File: config.mk
export PLATFORM = sky130hd
export DESIGN_NAME = rau_ctrl
export DESIGN_NICKNAME = d
export VERILOG_FILES = /design/src/rtl/rau_pkg.sv /design/src/rtl/rau_ctrl.sv
export SDC_FILE = /design/constraint.sdc
export NUM_CORES = 1
export LEC_CHECK = 0
export ABC_AREA = 1
export BUFFER_PORTS_ARGS = -buffer_cell sky130_fd_sc_hd__buf_2
export CAP_MARGIN = 20
export CORE_MARGIN = 2
export CORE_UTILIZATION = 51
export CTS_CLUSTER_DIAMETER = 50
export DETAILED_ROUTE_END_ITERATION = 10
export GPL_TIMING_DRIVEN = 1
export PLACE_DENSITY_LB_ADDON = 0.08
export SETUP_SLACK_MARGIN = 0.1
export SYNTH_ARGS = -nofsm -noshare
export SYNTH_HDL_FRONTEND = slang
export SYNTH_SLANG_ARGS = --single-unit
File: constraint.sdc
create_clock -name i_clk -period 1.4 [get_ports i_clk]
set_input_delay 0.42 -clock i_clk [delete_from_list [all_inputs] [get_ports i_clk]]
set_output_delay 0.42 -clock i_clk [all_outputs]
set_load 0.03 [all_outputs]
File: src/rtl/rau_pkg.sv
// Package for the rational arithmetic unit: widths, opcodes, states,
// and the command and status structs between controller and datapath.
package rau_pkg;

    localparam int DATA_W = 64;
    localparam int HALF_W = DATA_W / 2;
    localparam int OP_W   = 3;

    localparam logic [OP_W-1:0] OP_ADD  = 3'd0;
    localparam logic [OP_W-1:0] OP_SUB  = 3'd1;
    localparam logic [OP_W-1:0] OP_MUL  = 3'd2;
    localparam logic [OP_W-1:0] OP_DIV  = 3'd3;
    localparam logic [OP_W-1:0] OP_NEG  = 3'd4;
    localparam logic [OP_W-1:0] OP_SIMP = 3'd5;

    typedef enum logic [2:0] {
        S_IDLE,
        S_DECODE,
        S_MUL,
        S_GCD,
        S_DIV,
        S_DONE
    } t_rau_state;

    typedef struct packed {
        logic       load_in;
        logic       mul_go;
        logic       mul_acc;
        logic [1:0] pair;
        logic [1:0] half;
        logic       gcd_init;
        logic       gcd_step;
        logic       div_init;
        logic       div_step;
        logic       load_out;
    } t_rau_cmd;

    typedef struct packed {
        logic [OP_W-1:0] op;
        logic            simp_ok;
        logic            gcd_done;
    } t_rau_sts;

endpackage

File: src/rtl/rau_ctrl.sv
// Controller of the rational arithmetic unit: sequences multiply, GCD
// and divide steps and owns both handshakes. Depends on rau_pkg.
module rau_ctrl (
    input  logic              i_clk,
    input  logic              i_rst_n,
    input  logic              i_in_valid,
    output logic              o_in_ready,
    output logic              o_out_valid,
    input  logic              i_out_ready,
    input  rau_pkg::t_rau_sts i_sts,
    output rau_pkg::t_rau_cmd o_cmd
);
    import rau_pkg::*;

    t_rau_state r_state, n_state;
    logic [2:0] r_sub;
    logic [1:0] r_pair;
    logic [5:0] r_cnt;
    logic       r_out_valid;
    logic       w_arith;
    logic       w_mul_last;
    logic       w_div_last;

    assign w_arith = (i_sts.op == OP_ADD) || (i_sts.op == OP_SUB) ||
                     (i_sts.op == OP_MUL) || (i_sts.op == OP_DIV);
    assign w_mul_last = (r_sub == 3'd5) && (r_pair == 2'd2);
    assign w_div_last = (r_cnt == 6'd63);

    always_comb begin
        n_state = r_state;
        unique case (r_state)
            S_IDLE: begin
                if (i_in_valid) n_state = S_DECODE;
            end
            S_DECODE: begin
                if (w_arith) n_state = S_MUL;
                else if (i_sts.op == OP_SIMP && i_sts.simp_ok) n_state = S_GCD;
                else n_state = S_DONE;
            end
            S_MUL: begin
                if (w_mul_last) n_state = S_DONE;
            end
            S_GCD: begin
                if (i_sts.gcd_done) n_state = S_DIV;
            end
            S_DIV: begin
                if (w_div_last) n_state = S_DONE;
            end
            S_DONE: begin
                if (!r_out_valid || i_out_ready) n_state = S_IDLE;
            end
            default: n_state = S_IDLE;
        endcase
    end

    always_comb begin
        o_cmd      = '0;
        o_in_ready = 1'b0;
        unique case (r_state)
            S_IDLE: begin
                o_in_ready    = 1'b1;
                o_cmd.load_in = i_in_valid;
            end
            S_DECODE: begin
                o_cmd.gcd_init = !w_arith && (i_sts.op == OP_SIMP) && i_sts.simp_ok;
            end
            S_MUL: begin
                o_cmd.mul_go  = !r_sub[0];
                o_cmd.mul_acc = r_sub[0];
                o_cmd.pair    = r_pair;
                o_cmd.half    = r_sub[2:1];
            end
            S_GCD: begin
                o_cmd.div_init = i_sts.gcd_done;
                o_cmd.gcd_step = !i_sts.gcd_done;
            end
            S_DIV: begin
                o_cmd.div_step = 1'b1;
            end
            S_DONE: begin
                o_cmd.load_out = !r_out_valid || i_out_ready;
            end
            default: begin
                o_in_ready = 1'b0;
            end
        endcase
    end

    always_ff @(posedge i_clk) begin
        if (!i_rst_n) begin
            r_state     <= S_IDLE;
            r_sub       <= '0;
            r_pair      <= '0;
            r_cnt       <= '0;
            r_out_valid <= 1'b0;
        end else begin
            r_state <= n_state;
            if (r_state == S_DECODE) begin
                r_sub  <= '0;
                r_pair <= '0;
                r_cnt  <= '0;
            end
            if (r_state == S_MUL) begin
                if (r_sub == 3'd5) begin
                    r_sub  <= '0;
                    r_pair <= r_pair + 2'd1;
                end else begin
                    r_sub <= r_sub + 3'd1;
                end
            end
            if (r_state == S_DIV) r_cnt <= r_cnt + 6'd1;
            if (o_cmd.load_out) r_out_valid <= 1'b1;
            else if (i_out_ready) r_out_valid <= 1'b0;
        end
    end

    assign o_out_valid = r_out_valid;

endmodule

## Yosys cells after proc, flatten, opt, wreduce, memory -nomap -nowiden

Index checks and enable logic that the tools add are counted.

| storage, ports and cells | value |
|---|---|
| flip-flop bits (word level) | 15 |
| latch bits | 0 |
| memory bits (writable) | 0 |
| ROM bits | 0 |
| output and inout bits | 14 |
| logic and storage cells | 68 |
| memories | 0 |

| cells by class | value |
|---|---|
| add/sub/neg operators | 3 |
| $mul | 0 |
| divide/modulo/power cells | 0 |
| $lt $le $gt $ge | 0 |
| equal/unequal tests | 17 |
| shift-type cells | 0 |
| muxes and demuxes | 25 |
| bitwise gates (word level) | 0 |
| reduce and logical (&&, ||, !) cells | 18 |

Operator list:

| kind | number |
|---|---|
| 2-to-1 mux 3 bit | 10 |
| 2-to-1 mux 6 bit | 3 |
| case mux 3 bit (6 select lines) | 1 |
| == test 3 x 2 -> 1 bit, second input constant | 4 |
| == test 3 bit, second input constant | 4 |
| != test 2 bit, second input constant | 5 |
| 2-to-1 mux 2 bit | 4 |
| 2-to-1 mux 1 bit | 7 |
| adder 6 x 1 -> 6 bit, second input constant | 1 |
| == test 3 x 1 -> 1 bit, second input constant | 2 |
| == test 6 bit, second input constant | 1 |
| logical NOT 3 bit | 2 |
| nonzero test 2 bit | 3 |
| AND reduction 5 bit | 1 |
| logical AND 1 bit | 4 |
| logical NOT 1 bit | 4 |
| logical OR 1 bit | 4 |
| adder 3 x 1 -> 3 bit, second input constant | 1 |
| adder 2 x 1 -> 2 bit, second input constant | 1 |
| == test 2 bit, second input constant | 1 |

## Logic depth before layout (Yosys ltp)

| depth | value |
|---|---|
| depth after elaboration | 8 |
| mapped depth | 10 |
| depth with buffers taken out | 10 |

## Worst setup path before layout

No wires, ideal clock.

| timing path | value |
|---|---|
| path kind | reg2out |
| start point | register r_state[0] |
| end point | output o_cmd[11] (netlist bit) |
| arrival | 1.207 ns |
| required time | 0.980 ns |
| slack | -0.227 ns |
| stages on the path, launching flop included | 4 |
| path buffers | 0 |
| path through | dfxtp_1 -> nor2_1 -> inv_1 -> nor3_1 |

RTL lines:

| element | RTL line | source |
|---|---|---|
| start: declaration | rau_ctrl.sv:15 | `t_rau_state r_state, n_state;` |
| start signal: assignment | rau_ctrl.sv:97 | `r_state <= n_state;` |
| end: declaration | rau_ctrl.sv:11 | `output rau_pkg::t_rau_cmd o_cmd` |

==> results.md <==
### Synth
• post-synthesis mux area share: 0
• main combinational cell family by area after synthesis: simple AND/OR/NAND/NOR gates
• Cell Area, Synth: 890 µm²
• leading post-synthesis cells by cell area: dfxtp_1 34%, nand2_1 11%, nor2_1 11%
• adder-cell share of the synthesized area: 0.0281
• instance count of the mapped netlist: 140
• complex-gate fraction of the synthesized area: 0.165
• synthesized-area fraction occupied by xor and xnor cells: 0
• yosys warns: 0
• Synthesized Nets: 151
• Seq cells post-synth: 15
• Simple-Gate Fraction of Synth Area: 0.338
• post-synth top area cell: dfxtp_1
• post-synth top area share: 0.338
• synthesized area per cell: 6.35 µm²
• number of library cell types mapped by synthesis: 22
• Seq/Total Area, Yosys: 0.338

### Power
• portion of total power attributed to the clock network: 0.121
• P_int: 1.09 mW
• share of power burned in registers: 0.263
• IR Drop Worst-Case VDD: 1.16 mV
• Switching Share: 0.481
• portion of total power attributed to combinational logic: 0.616
• power density relative to cell area: 1470 mW/mm²
• NetSw: 1.01 mW
• LEAKAGE: 0.667 nW

### Timing
• clk_skew: 0.0139 ns
• post-route clock period utilization: 1.21
• final hold violation count: 0
• top achievable clock speed: 589 MHz
• Worst Slack Setup Final: -0.297 ns
• number of max-slew violations in the final report: 0
• final period demand of the worst path: 1.70 ns
• final count of negative-setup-slack endpoints: 15
• RSZ-0062 raised after global routing: yes
• Max transition margin: 0.822
• aggregate negative setup slack: -3.37 ns
• actual slew at the worst max-slew pin: 0.265 ns

### Clock network
• depth of the CTS H-tree: 1
• clock-pin slew of the registers on the worst-case setup and hold paths: 0.10 ns
• maximum root-to-sink buffer count: 2
• clock buffers created by TritonCTS: 3
• worst skew pair latency: 0.30 ns
• clk sinks: 15
• clock root cell: clkbuf_4
• clock tree from TritonCTS: done

### GRT
• global-route usage over all layers: 0.302
• largest net degree at the start of global routing: 13
• via count of the first global-routing pass: 1087
• initial antenna violation count: 0
• wire length of the first global-routing pass: 4.37 mm
• sum of overflow across all layers after global routing: 0

### Route
• first drt pass iteration count: 4
• Via Count: 1153
• DRC Markers: 0
• final antenna-violating net count: 0
• number of DRC markers after the initial detailed-route iteration: 51
• post-detailed-route wirelength per cell: 15.3 µm
• Avg Vias per Cell: 5.62
• total detailed-routing wirelength: 3.14 mm

### Die
• number of top-level design ports: 23
• floorplan die height: 45.8 µm
• Initial Util: 0.527
• Cell Rows: 15
• x dimension of the die: 45.8 µm
• Die Area: 0.00209 mm²
• area of the core: 0.00169 mm²

### Min path
• hold path depth: 3
• Hold Path Class: input port to flop

### Final layout
• non-filler instance count after layout: 205
• final instance area: 0.00143 mm²
• antenna fix cells: 0
• total number of nets in the final design: 200
• highest-count cells in the layout ignoring fill and taps: 23 x buf_4, 22 x nand2_1, 19 x inv_1, 13 x a21oi_1, 13 x buf_6
• share of post-route cells with drive strength above 1: 0.473
• leading cell type in the layout, fill and taps excluded: buf_4
• Area growth syn-to-layout: 61.2%

### Critical path
• Critical Path End Type: primary output
• critical path's most frequent cell: buf_6
• critical path fanouts, max: 4
• cell with the largest stage delay on the worst path: dfxtp_2
• Critical Path Start Type: flop
• required time of the worst setup path: 0.98 ns
• longest individual stage delay on the worst path: 0.36 ns
• worst-case reg-to-reg path depth: 13
• ordered cell list for the critical path: buf_6, nand2_4, buf_6, nor3_4, buf_6
• worst setup path category: flop to primary output
• data arrival time at the worst-slack endpoint: 1.28 ns

### Job
• # Max-Cap Violations: 0

### Run status
• failing checks: negative setup slack
• outcome: finished with violations

### Place
• # port buffers: 22
• Detailed Place HPWL: 1.76 mm
• number of instances in the placed design: 195
• routability cong.: 0.862
• Placed Instance Area: 0.00121 mm²

[layout make-up]
cell class / count / area [µm²]
clock buffers: 4 / 26.3
fillers: 111 / 255
inverters: 26 / 97.6
multi-input cells: 98 / 617
flip-flops and latches: 15 / 308
well taps: 17 / 21.3
repair buffers: 45 / 364
[sequential cells by signal, summed over array words and instances (netlist names)]
name and flops:
r_cnt 6, r_pair 2, r_sub 3, o_out_valid 1
r_state 3
[power groups by stage]
stage	Sequential [mW]	Combinational [mW]	Clock [mW]
2_1_floorplan	0.562	0.603	0
3_3_place_gp	0.532	0.934	0
3_5_place_dp	0.534	0.954	0
4_1_cts	0.545	1.11	0.255
5_1_grt	0.558	1.37	0.270
6_report	0.554	1.30	0.255
[layer usage]
metal | global-route usage | share of wire
met2 | 0.569 | 0.56
met1 | 0.292 | 0.35
met4 | 0.154 | 0.018
met5 | 0 | 0
met3 | 0.0873 | 0.069
[synth_stat cells, drive strengths merged]
| library cell | number |
|---|---|
| a31o | 1 |
| or2 | 1 |
| nand4 | 2 |
| nor2 | 26 |
| o21ai | 11 |
| buf | 2 |
| inv | 26 |
| nand3 | 6 |
| nor3 | 4 |
| o21a | 1 |
| ha | 2 |
| a21oi | 13 |
| o211a | 1 |
| nand2 | 29 |
| dfxtp | 15 |
[logic make-up (layout without fill, tap and decap cells)]
family | Yosys count | after routing
and+or+nand+nor | 68 | 69
DFF | 15 | 15
AOI/OAI and AO/OA | 27 | 27
adders and majority gates | 2 | 2
buffers and inverters | 28 | 75
[path summary, 6_finish.rpt]
kind | start | slack, ns | end
min reg2reg | r_cnt[5] | 0.49 | r_cnt[5]
min | i_rst_n | 0.47 | r_cnt[4]
max | r_state[0] | -0.30 | o_cmd[2]
max reg2reg | r_state[0] | -0.23 | r_state[0]
[critical path: cells and delay by family, from the launching register on]
family        cells  cell delay (ns)
buf+inv           3             0.40
flops             1             0.36
simple gates      2             0.22
[through the flow]
| step | setup slack (ns) | total power, mW | util | hold slack, ns |
|---|---|---|---|---|
| 2_1_floorplan | 0.0147 | 1.16 | - | 0.447 |
| 3_3_place_gp | -0.0852 | 1.47 | 0.714 | 0.461 |
| 3_5_place_dp | -0.0965 | 1.49 | 0.714 | 0.468 |
| 4_1_cts | -0.240 | 1.91 | 0.813 | 0.464 |
| 5_1_grt | -0.358 | 2.20 | 0.849 | 0.476 |
| 6_report | -0.297 | 2.11 | 0.849 | 0.472 |
[timing repair]
item,4_1_cts,5_1_grt
gates cloned,1,0
buffers inserted,5,1
pin swaps,5,3
gates resized for setup,34,16
hold buffers,0,0
endpoints found under the setup margin,23,26
Power figures use the tool's default switching activity.
